`config.mk`:
```
export PLATFORM = sky130hd
export DESIGN_NAME = clpf_block_ssd_detect
export DESIGN_NICKNAME = d
export VERILOG_FILES = /design/src/rtl/clpf_ssd_pkg.sv /design/src/rtl/clpf_block_ssd_detect.sv
export SDC_FILE = /design/constraint.sdc
export NUM_CORES = 2
export LEC_CHECK = 0
export BUFFER_PORTS_ARGS = -buffer_cell sky130_fd_sc_hd__buf_2
export CORE_MARGIN = 2
export CORE_UTILIZATION = 60
export DETAILED_ROUTE_END_ITERATION = 12
export GPL_TIMING_DRIVEN = 0
export PLACE_DENSITY = 0.88
export SLEW_MARGIN = 20
export SYNTH_ARGS = -nofsm -noshare
export SYNTH_HDL_FRONTEND = slang
export SYNTH_SLANG_ARGS = --single-unit
```
`constraint.sdc`:
```
create_clock -name clk_i -period 25.5 [get_ports clk_i]
set_input_delay 5.1 -clock clk_i [delete_from_list [all_inputs] [get_ports clk_i]]
set_output_delay 5.1 -clock clk_i [all_outputs]
set_load 0.02 [all_outputs]
```
`src/rtl/clpf_ssd_pkg.sv`:
```
// Package for the constrained low-pass filter SSD probe.
// Holds pixel and accumulator widths, small types and the per-pixel filter functions.
// No dependencies.
`default_nettype none

package clpf_ssd_pkg;

  localparam int ROW_PIXELS = 8;
  localparam int PIX_W      = 8;
  localparam int ROW_W      = ROW_PIXELS * PIX_W;
  localparam int PAIR_W     = 2 * PIX_W;
  localparam int STR_W      = 3;
  localparam int CDIFF_W    = STR_W + 1;
  localparam int DELTA_W    = 8;
  localparam int SQ_W       = 2 * PIX_W;
  localparam int ROW_SUM_W  = SQ_W + $clog2(ROW_PIXELS);
  localparam int ACC_W      = 22;
  localparam int EDGE       = 2;

  localparam logic [STR_W-1:0] STRENGTH_RESET = STR_W'(1);

  typedef logic [PIX_W-1:0]          pix_t;
  typedef logic signed [CDIFF_W-1:0] cdiff_t;
  typedef logic signed [DELTA_W-1:0] delta_t;
  typedef logic [SQ_W-1:0]           sq_t;

  // Difference of a neighbor to the center pixel, clamped to +/- strength.
  function automatic cdiff_t clamp_diff(pix_t nb, pix_t c, logic [STR_W-1:0] s);
    logic signed [PIX_W:0] d;
    logic signed [PIX_W:0] lim;
    d   = $signed({1'b0, nb}) - $signed({1'b0, c});
    lim = $signed({{(PIX_W + 1 - STR_W){1'b0}}, s});
    if (d > lim) begin
      clamp_diff = cdiff_t'(lim);
    end else if (d < -lim) begin
      clamp_diff = cdiff_t'(-lim);
    end else begin
      clamp_diff = cdiff_t'(d);
    end
  endfunction

  function automatic delta_t ext(cdiff_t x);
    ext = delta_t'(x);
  endfunction

  // Weighted sum of the six clamped differences, rounded offset, and the
  // filtered pixel taken modulo 256.
  function automatic pix_t filter_pix(pix_t c, cdiff_t a, cdiff_t b, cdiff_t l1,
                                      cdiff_t r1, cdiff_t l2, cdiff_t r2);
    delta_t vert;
    delta_t near;
    delta_t delta;
    delta_t t;
    delta_t off;
    vert  = ext(a) + ext(b);
    near  = ext(l1) + ext(r1);
    delta = (vert <<< 2) + (near <<< 1) + near + ext(l2) + ext(r2);
    t     = delta + delta_t'(8) - delta_t'(delta[DELTA_W-1]);
    off   = t >>> 4;
    filter_pix = c + pix_t'(off);
  endfunction

  function automatic pix_t abs_diff(pix_t a, pix_t b);
    abs_diff = (a > b) ? (a - b) : (b - a);
  endfunction

endpackage

`default_nettype wire

```
`src/rtl/clpf_block_ssd_detect.sv`:
```
// Top level of the constrained low-pass filter SSD probe: filter, squares and block sums.
// Depends on clpf_ssd_pkg.
`default_nettype none

// One beat is one 8-pixel row of an 8x8 block with its neighbors and edge flags.
// A row is accepted every cycle while in_stall_o is low. The pipeline has four row
// registers: input, pixel differences, squares and row sums; the block sums then
// update in the accumulator and pass to the result register on a last row. Only a
// last-row beat that reaches the accumulator while the previous result is still held
// stalls the pipeline; other rows keep flowing. The user must write the filter strength
// over the config port while no row is in flight; the block does not check. Resets to 1.
module clpf_block_ssd_detect (
  input  wire logic                              clk_i,
  input  wire logic                              rst_ni,
  input  wire logic                              cfg_valid_i,
  output logic                                   cfg_ready_o,
  input  wire logic [clpf_ssd_pkg::STR_W-1:0]    cfg_filter_strength_i,
  input  wire logic                              in_valid_i,
  output logic                                   in_stall_o,
  input  wire logic [clpf_ssd_pkg::ROW_W-1:0]    orig_row_i,
  input  wire logic [clpf_ssd_pkg::ROW_W-1:0]    cur_row_i,
  input  wire logic [clpf_ssd_pkg::ROW_W-1:0]    above_row_i,
  input  wire logic [clpf_ssd_pkg::ROW_W-1:0]    below_row_i,
  input  wire logic [clpf_ssd_pkg::PAIR_W-1:0]   left_pair_i,
  input  wire logic [clpf_ssd_pkg::PAIR_W-1:0]   right_pair_i,
  input  wire logic                              at_left_edge_i,
  input  wire logic                              at_right_edge_i,
  input  wire logic                              at_top_edge_i,
  input  wire logic                              at_bottom_edge_i,
  input  wire logic                              last_row_i,
  output logic                                   out_valid_o,
  input  wire logic                              out_stall_i,
  output logic [clpf_ssd_pkg::ACC_W-1:0]         ssd_unfiltered_o,
  output logic [clpf_ssd_pkg::ACC_W-1:0]         ssd_filtered_o
);
  import clpf_ssd_pkg::*;

  // Configuration.
  logic [STR_W-1:0] strength_q;

  assign cfg_ready_o = 1'b1;

  always_ff @(posedge clk_i or negedge rst_ni) begin
    if (!rst_ni) begin
      strength_q <= STRENGTH_RESET;
    end else if (cfg_valid_i && cfg_ready_o) begin
      strength_q <= cfg_filter_strength_i;
    end
  end

  // Pipeline flow control.
  logic v1_q, v2_q, v3_q, v4_q;
  logic last1_q, last2_q, last3_q, last4_q;
  logic rdy1, rdy2, rdy3, rdy4, consume4;
  logic out_valid_q;

  assign consume4   = v4_q && (!last4_q || !out_valid_q || !out_stall_i);
  assign rdy4       = !v4_q || consume4;
  assign rdy3       = !v3_q || rdy4;
  assign rdy2       = !v2_q || rdy3;
  assign rdy1       = !v1_q || rdy2;
  assign in_stall_o = !rdy1;

  always_ff @(posedge clk_i or negedge rst_ni) begin
    if (!rst_ni) begin
      v1_q <= 1'b0;
      v2_q <= 1'b0;
      v3_q <= 1'b0;
      v4_q <= 1'b0;
    end else begin
      if (rdy1) begin
        v1_q <= in_valid_i;
      end
      if (rdy2) begin
        v2_q <= v1_q;
      end
      if (rdy3) begin
        v3_q <= v2_q;
      end
      if (rdy4) begin
        v4_q <= v3_q;
      end
    end
  end

  // Stage 1: input register.
  logic [ROW_W-1:0]  orig1_q, cur1_q, above1_q, below1_q;
  logic [PAIR_W-1:0] left1_q, right1_q;
  logic              ledge1_q, redge1_q, tedge1_q, bedge1_q;

  always_ff @(posedge clk_i) begin
    if (rdy1) begin
      orig1_q  <= orig_row_i;
      cur1_q   <= cur_row_i;
      above1_q <= above_row_i;
      below1_q <= below_row_i;
      left1_q  <= left_pair_i;
      right1_q <= right_pair_i;
      ledge1_q <= at_left_edge_i;
      redge1_q <= at_right_edge_i;
      tedge1_q <= at_top_edge_i;
      bedge1_q <= at_bottom_edge_i;
      last1_q  <= last_row_i;
    end
  end

  // Stage 2: edge replacement, filter and absolute differences to the original.
  pix_t nb_pix [ROW_PIXELS + 2*EDGE];
  pix_t up_pix [ROW_PIXELS];
  pix_t dn_pix [ROW_PIXELS];
  pix_t du_d   [ROW_PIXELS];
  pix_t df_d   [ROW_PIXELS];
  pix_t du2_q  [ROW_PIXELS];
  pix_t df2_q  [ROW_PIXELS];

  always_comb begin
    pix_t c;
    pix_t o;
    pix_t f;
    for (int i = 0; i < ROW_PIXELS; i++) begin
      nb_pix[i + EDGE] = cur1_q[i*PIX_W +: PIX_W];
      up_pix[i] = tedge1_q ? cur1_q[i*PIX_W +: PIX_W] : above1_q[i*PIX_W +: PIX_W];
      dn_pix[i] = bedge1_q ? cur1_q[i*PIX_W +: PIX_W] : below1_q[i*PIX_W +: PIX_W];
    end
    nb_pix[0] = ledge1_q ? cur1_q[0 +: PIX_W] : left1_q[0 +: PIX_W];
    nb_pix[1] = ledge1_q ? cur1_q[0 +: PIX_W] : left1_q[PIX_W +: PIX_W];
    nb_pix[ROW_PIXELS + EDGE] =
        redge1_q ? cur1_q[(ROW_PIXELS-1)*PIX_W +: PIX_W] : right1_q[0 +: PIX_W];
    nb_pix[ROW_PIXELS + EDGE + 1] =
        redge1_q ? cur1_q[(ROW_PIXELS-1)*PIX_W +: PIX_W] : right1_q[PIX_W +: PIX_W];
    for (int i = 0; i < ROW_PIXELS; i++) begin
      c = nb_pix[i + EDGE];
      o = orig1_q[i*PIX_W +: PIX_W];
      f = filter_pix(c,
                     clamp_diff(up_pix[i], c, strength_q),
                     clamp_diff(dn_pix[i], c, strength_q),
                     clamp_diff(nb_pix[i + 1], c, strength_q),
                     clamp_diff(nb_pix[i + 3], c, strength_q),
                     clamp_diff(nb_pix[i], c, strength_q),
                     clamp_diff(nb_pix[i + 4], c, strength_q));
      du_d[i] = abs_diff(o, c);
      df_d[i] = abs_diff(o, f);
    end
  end

  always_ff @(posedge clk_i) begin
    if (rdy2) begin
      du2_q   <= du_d;
      df2_q   <= df_d;
      last2_q <= last1_q;
    end
  end

  // Stage 3: squares.
  sq_t squ3_q [ROW_PIXELS];
  sq_t sqf3_q [ROW_PIXELS];

  always_ff @(posedge clk_i) begin
    if (rdy3) begin
      for (int i = 0; i < ROW_PIXELS; i++) begin
        squ3_q[i] <= du2_q[i] * du2_q[i];
        sqf3_q[i] <= df2_q[i] * df2_q[i];
      end
      last3_q <= last2_q;
    end
  end

  // Stage 4: row sums.
  logic [ROW_SUM_W-1:0] rsu_d, rsf_d, rsu4_q, rsf4_q;

  always_comb begin
    rsu_d = '0;
    rsf_d = '0;
    for (int i = 0; i < ROW_PIXELS; i++) begin
      rsu_d = rsu_d + ROW_SUM_W'(squ3_q[i]);
      rsf_d = rsf_d + ROW_SUM_W'(sqf3_q[i]);
    end
  end

  always_ff @(posedge clk_i) begin
    if (rdy4) begin
      rsu4_q  <= rsu_d;
      rsf4_q  <= rsf_d;
      last4_q <= last3_q;
    end
  end

  // Saturating block accumulators and the result register.
  logic [ACC_W-1:0] acc_u_q, acc_f_q, sat_u, sat_f;
  logic [ACC_W:0]   sum_u, sum_f;
  logic [ACC_W-1:0] res_u_q, res_f_q;

  assign sum_u = {1'b0, acc_u_q} + (ACC_W+1)'(rsu4_q);
  assign sum_f = {1'b0, acc_f_q} + (ACC_W+1)'(rsf4_q);
  assign sat_u = sum_u[ACC_W] ? '1 : sum_u[ACC_W-1:0];
  assign sat_f = sum_f[ACC_W] ? '1 : sum_f[ACC_W-1:0];

  always_ff @(posedge clk_i or negedge rst_ni) begin
    if (!rst_ni) begin
      acc_u_q     <= '0;
      acc_f_q     <= '0;
      out_valid_q <= 1'b0;
    end else begin
      out_valid_q <= (out_valid_q && out_stall_i) || (consume4 && last4_q);
      if (consume4) begin
        acc_u_q <= last4_q ? '0 : sat_u;
        acc_f_q <= last4_q ? '0 : sat_f;
      end
    end
  end

  always_ff @(posedge clk_i) begin
    if (consume4 && last4_q) begin
      res_u_q <= sat_u;
      res_f_q <= sat_f;
    end
  end

  assign out_valid_o      = out_valid_q;
  assign ssd_unfiltered_o = res_u_q;
  assign ssd_filtered_o   = res_f_q;

  // A result only ever appears because a last-row beat reached the accumulator.
  a_result_from_last_row : assert property (@(posedge clk_i) disable iff (!rst_ni)
    $rose(out_valid_q) |-> $past(consume4 && last4_q))
    else $error("result raised without a last-row beat");

  // Both accumulators restart from zero after a block is closed.
  a_acc_cleared : assert property (@(posedge clk_i) disable iff (!rst_ni)
    (consume4 && last4_q) |=> (acc_u_q == '0 && acc_f_q == '0))
    else $error("accumulators not cleared after last row");

  // A held input beat that cannot advance must hold off the sender.
  a_input_backpressure : assert property (@(posedge clk_i) disable iff (!rst_ni)
    (v1_q && v2_q && v3_q && v4_q && !consume4) |-> in_stall_o)
    else $error("input accepted while the pipeline is full and blocked");

endmodule

`default_nettype wire
```
* Yosys cells after proc, flatten, opt, wreduce, memory -nomap -nowiden *
Memories as Yosys holds them, arrays and structs flattened.
Index checks and enable logic that the tools add are counted.

operators by class
  add/subtract/negate cells = 169
  multiply operators = 16
  divide/modulo/power cells = 0
  $lt $le $gt $ge = 112
  equal/unequal tests = 0
  shifts and indexed selects = 0
  multiplexer cells = 138
  bitwise logic cells = 0
  reductions and logical operators = 18

operator list
  cell                                                            count
  9-bit by 4-bit > comparator with 1-bit output                   48
  9-bit < comparator                                              48
  8-bit by 8-bit subtractor with 9-bit output                     48
  4-bit 2-to-1 mux                                                96
  8-bit 2-to-1 mux                                                36
  8-bit by 8-bit multiplier with 16-bit output                    16
  8-bit subtractor                                                32
  19-bit by 16-bit adder with 19-bit output                       8
  8-bit by 4-bit adder with 8-bit output                          16
  8-bit > comparator                                              16
  22-bit 2-to-1 mux                                               4
  4-bit by 4-bit adder with 5-bit output                          16
  7-bit by 6-bit adder with 8-bit output                          8
  8-bit by 5-bit adder with 8-bit output                          8
  8-bit by 5-bit adder with 8-bit output (second input constant)  8
  8-bit adder                                                     8
  8-bit by 1-bit subtractor with 8-bit output                     8
  22-bit by 19-bit adder with 23-bit output                       2
  18-bit by 16-bit adder with 19-bit output                       2
  17-bit by 16-bit adder with 18-bit output                       2
  16-bit by 16-bit adder with 17-bit output                       2
  3-bit negator with 9-bit output                                 1
  1-bit logical NOT                                               8
  1-bit logical OR                                                7
  2 further kinds                                                 5

storage, ports and cells
  flip-flop bits (word level) = 558
  latch bits = 0
  memory bits (writable) = 256
  ROM bits = 0
  input bits = 301
  output and inout port bits = 47
  word-level logic and storage cells = 497
  memories kept = 2

memory list
  memory  words  width  read ports  clocked after Yosys merged registers in  write ports  RTL line                      source
  sqf3_q  8      16     8           0                                        8            clpf_block_ssd_detect.sv:156  sq_t sqf3_q [ROW_PIXELS];
  squ3_q  8      16     8           0                                        8            clpf_block_ssd_detect.sv:155  sq_t squ3_q [ROW_PIXELS];

* Depth between registers and ports, before layout *
  word-level depth = 15
  mapped depth = 62
  gate-level depth less buffers = 60

* Worst setup path after synthesis *
No wires, ideal clock.

  path type = input port to output port
  from = input port out_stall_i
  to = output port in_stall_o
  data arrival time = 15.741 ns
  data required time = 20.400 ns
  path slack = 4.659 ns
  stages on the path = 4
  cells stage by stage = nand4_1 -> nor2_1 -> nand3_1 -> inv_1

on the way
  cells in the longest elaborated chain, start to end = 8

RTL lines
  item               RTL line                     source
  start, declared    clpf_block_ssd_detect.sv:32  input wire logic out_stall_i,
  1-bit logical NOT  clpf_block_ssd_detect.sv:57  assign consume4 = v4_q && (!last4_q || !out_valid_q || !out_stall_i);
  1-bit logical OR   clpf_block_ssd_detect.sv:57
  1-bit logical AND  clpf_block_ssd_detect.sv:57
  1-bit logical OR   clpf_block_ssd_detect.sv:58  assign rdy4 = !v4_q || consume4;
  1-bit logical OR   clpf_block_ssd_detect.sv:59  assign rdy3 = !v3_q || rdy4;
  1-bit logical OR   clpf_block_ssd_detect.sv:60  assign rdy2 = !v2_q || rdy3;
  1-bit logical OR   clpf_block_ssd_detect.sv:61  assign rdy1 = !v1_q || rdy2;
  1-bit logical NOT  clpf_block_ssd_detect.sv:62  assign in_stall_o = !rdy1;
  end, declared      clpf_block_ssd_detect.sv:19  output logic in_stall_o,

No other way between the ends.

==> flow_summary.toml <==
[outcome]
run_status = "finished clean"

[timing]
skew_ns = 0.0525
finalSetupViolations = 0
post-route-period-util = 0.678
tns_ns = 0
max_freq_mhz = 57.8
maxSlewHeadroom = 0.146
period_needed_ns = 17.29
grt_setup_unrepaired = "no"
finalMaxSlewViolations = 0
hold_viol_final = 0
tightest_slew_ns = 1.28

[floorplan]
fp.dieW_um = 430
core_area_mm2 = 0.181
ios = 348
start_util = 0.603
rows = 156
die_area_mm2 = 0.185
chipHeight_um = 430

[synth]
syn_area_per_cell_um2 = 9.94
yosys_most_used_dff = "edfxtp_1"
synth-seq-cells = 798
seq_area_frac_synth = 0.218
syn-cell-area_mm2 = 0.109
yosysUniqueCellTypes = 88
synth-edff-count = 746
async_reset_ff_frac = 0.0652
synth_cells = 10900
yosysWarnings = 0

[placement]
dpl.hpwl_um = 246000
routabilityCongestion = 0.981
placed_area_mm2 = 0.114
io_buffers = 346

[cells_and_area]
design_area_mm2 = 0.118
drive_gt1_frac = 0.0776
final_common_cell = "ha_1"
layout_common_cells = "1,982 x ha_1, 1,544 x inv_1, 804 x fa_1"
final_net_count = 14500
fillCellCount = 13300
area_growth_pct = 8.05

[worst_setup_path]
crit_slowest_cell = "clkbuf_1"
slowest_delay_ns = 0.93
crit_top_cell = "ha_1"
crit_type = "reg -> reg"
end_kind = "register"
cp_max_fo = 35
cp.arrival_ns = 17.79
required_ns = 25.99
start_kind = "register"

[route]
drt-initial-drc-count = 6511
first_pass_iters = 6
viasPerCell = 6.13
drt_wl_total_um = 316000
wl_per_cell_um = 22.8
drtAntennaViolNets = 0
drc = 0
vias = 85100

[global_routing]
grt_pass1_vias = 89800
grt_pass1_wl_um = 489000
overflow = 0
grt.total_usage = 0.340
grt_max_degree = 92
antenna_found_initial = 14

[cts]
clk_pin_slew_worst_paths_ns = 0.07
clock_latency_ns = 0.77
clkSinkCount = 798
clockBufferDepth = 3
htreeDepth = 3
cts_setup_buffers = 0
hold_buffers = 0
cts_tree = "done"
cts_resized = 0
cts-buffers-inserted = 93
cts_root_buf = "clkbuf_16"

[hold_path]
holdCritPathClass = "reg -> reg"

[flow_run]
maxCapViolations = 0
==> metal layers <==
layer	part of all wire	GRT usage	vias up
li1	-	-	38800
met3	0.079	0.0653	1357
met4	0.10	0.299	8
met2	0.45	0.546	3747
met1	0.36	0.388	41200
met5	0.00025	0	-
==> state kept, by name, summed over array words and instances (netlist names), 3 cells and up <==
| register | flops |
|---|---|
| below1_q | 64 |
| df2_q | 64 |
| ssd_unfiltered_o | 22 |
| ssd_filtered_o | 22 |
| sqf3_q | 120 |
| acc_f_q | 22 |
| cur1_q | 64 |
| rsu4_q | 19 |
| rsf4_q | 19 |
| squ3_q | 120 |
| right1_q | 16 |
| du2_q | 64 |
| left1_q | 16 |
| acc_u_q | 22 |
| above1_q | 64 |
| orig1_q | 64 |
| strength_q | 3 |
==> final cells by class <==
cell class	instances	area, um^2	area share
clock buffers	111	2480	0.0211
diodes	5	12.5	0.000106
well taps	2370	2970	0.0252
multi-input cells	8376	78400	0.667
inverters	1592	5990	0.0510
flip-flops and latches	798	23700	0.202
plain buffers	194	857	0.00729
repair buffers	381	2550	0.0217
clock inverters	57	639	0.00544
==> critical path: cells and delay by family (launching register included) <==
kind            cells  cell delay [ns]
mux                 2             0.66
compound gates     17             3.06
xor+xnor            5             1.55
fa+ha+maj          13             5.17
simple gates        7             1.10
flops               1             0.74
buf+inv            10             4.55
==> synthesized netlist by cell type, types with 56 or more instances <==
cell	n	area share
mux2i_1	246	0.023
and2_1	267	0.015
or3_1	57	0.0033
o21ai_1	211	0.0097
o21ai_0	174	0.0080
xnor2_1	466	0.037
nand2_1	491	0.017
a211oi_1	56	0.0039
edfxtp_1	746	0.21
ha_1	1983	0.23
a21o_1	367	0.025
o21a_1	198	0.014
nor2_1	410	0.014
a21oi_1	646	0.030
xor2_1	336	0.027
nor2b_1	269	0.015
clkbuf_1	149	0.0051
a21boi_1	81	0.0056
a31oi_1	109	0.0063
o21bai_1	90	0.0062
fa_1	804	0.15
nand3_1	66	0.0030
nand2b_1	91	0.0052
mux2_2	165	0.017
nor3_1	111	0.0051
inv_1	1552	0.054
==> cells by family after synthesis <==
group           Yosys count  synth area share
xor+xnor                810            0.0662
simple gates           2000            0.0936
mux                     448            0.0437
other cells               2         0.0000690
fa+ha+maj              2787             0.376
buf+inv                1786            0.0625
flops                   798             0.218
compound gates         2318             0.140
==> final timing paths <==
kind / slack (ns) / start / endpoint / cells after the start
max: 8.21 / strength_q[0]$_DFFE_PN1P_ / df2_q[15]$_DFFE_PP_ / 54
max in group asynchronous: 20.73 / rst_ni / acc_u_q[7]$_DFFE_PN0P_ / 2
min reg2reg: 0.45 / last1_q$_DFFE_PN_ / last2_q$_DFFE_PP_ / 0
max reg2reg: 8.21 / strength_q[0]$_DFFE_PN1P_ / df2_q[15]$_DFFE_PP_ / 54
min: 0.45 / last1_q$_DFFE_PN_ / last2_q$_DFFE_PP_ / 0
min in group asynchronous: 4.21 / rst_ni / acc_f_q[15]$_DFFE_PN0P_ / 1
==> metrics by stage <==
stage | hold slack, ns | std cells | utilization | worst slack (ns)
3_5_place_dp | 0.414 | 13700 | 0.634 | 8.72
5_1_grt | 0.450 | 13900 | 0.651 | 7.88
2_1_floorplan | 0.400 | 11000 | - | 4.66
6_report | 0.449 | 13900 | 0.651 | 8.21
3_3_place_gp | 0.401 | 13700 | 0.629 | 1.91
4_1_cts | 0.450 | 13900 | 0.651 | 8.69
Power is left out: the tool's default activity adds up to more than one toggle a clock period on the data nets, which glitch-free logic cannot reach.
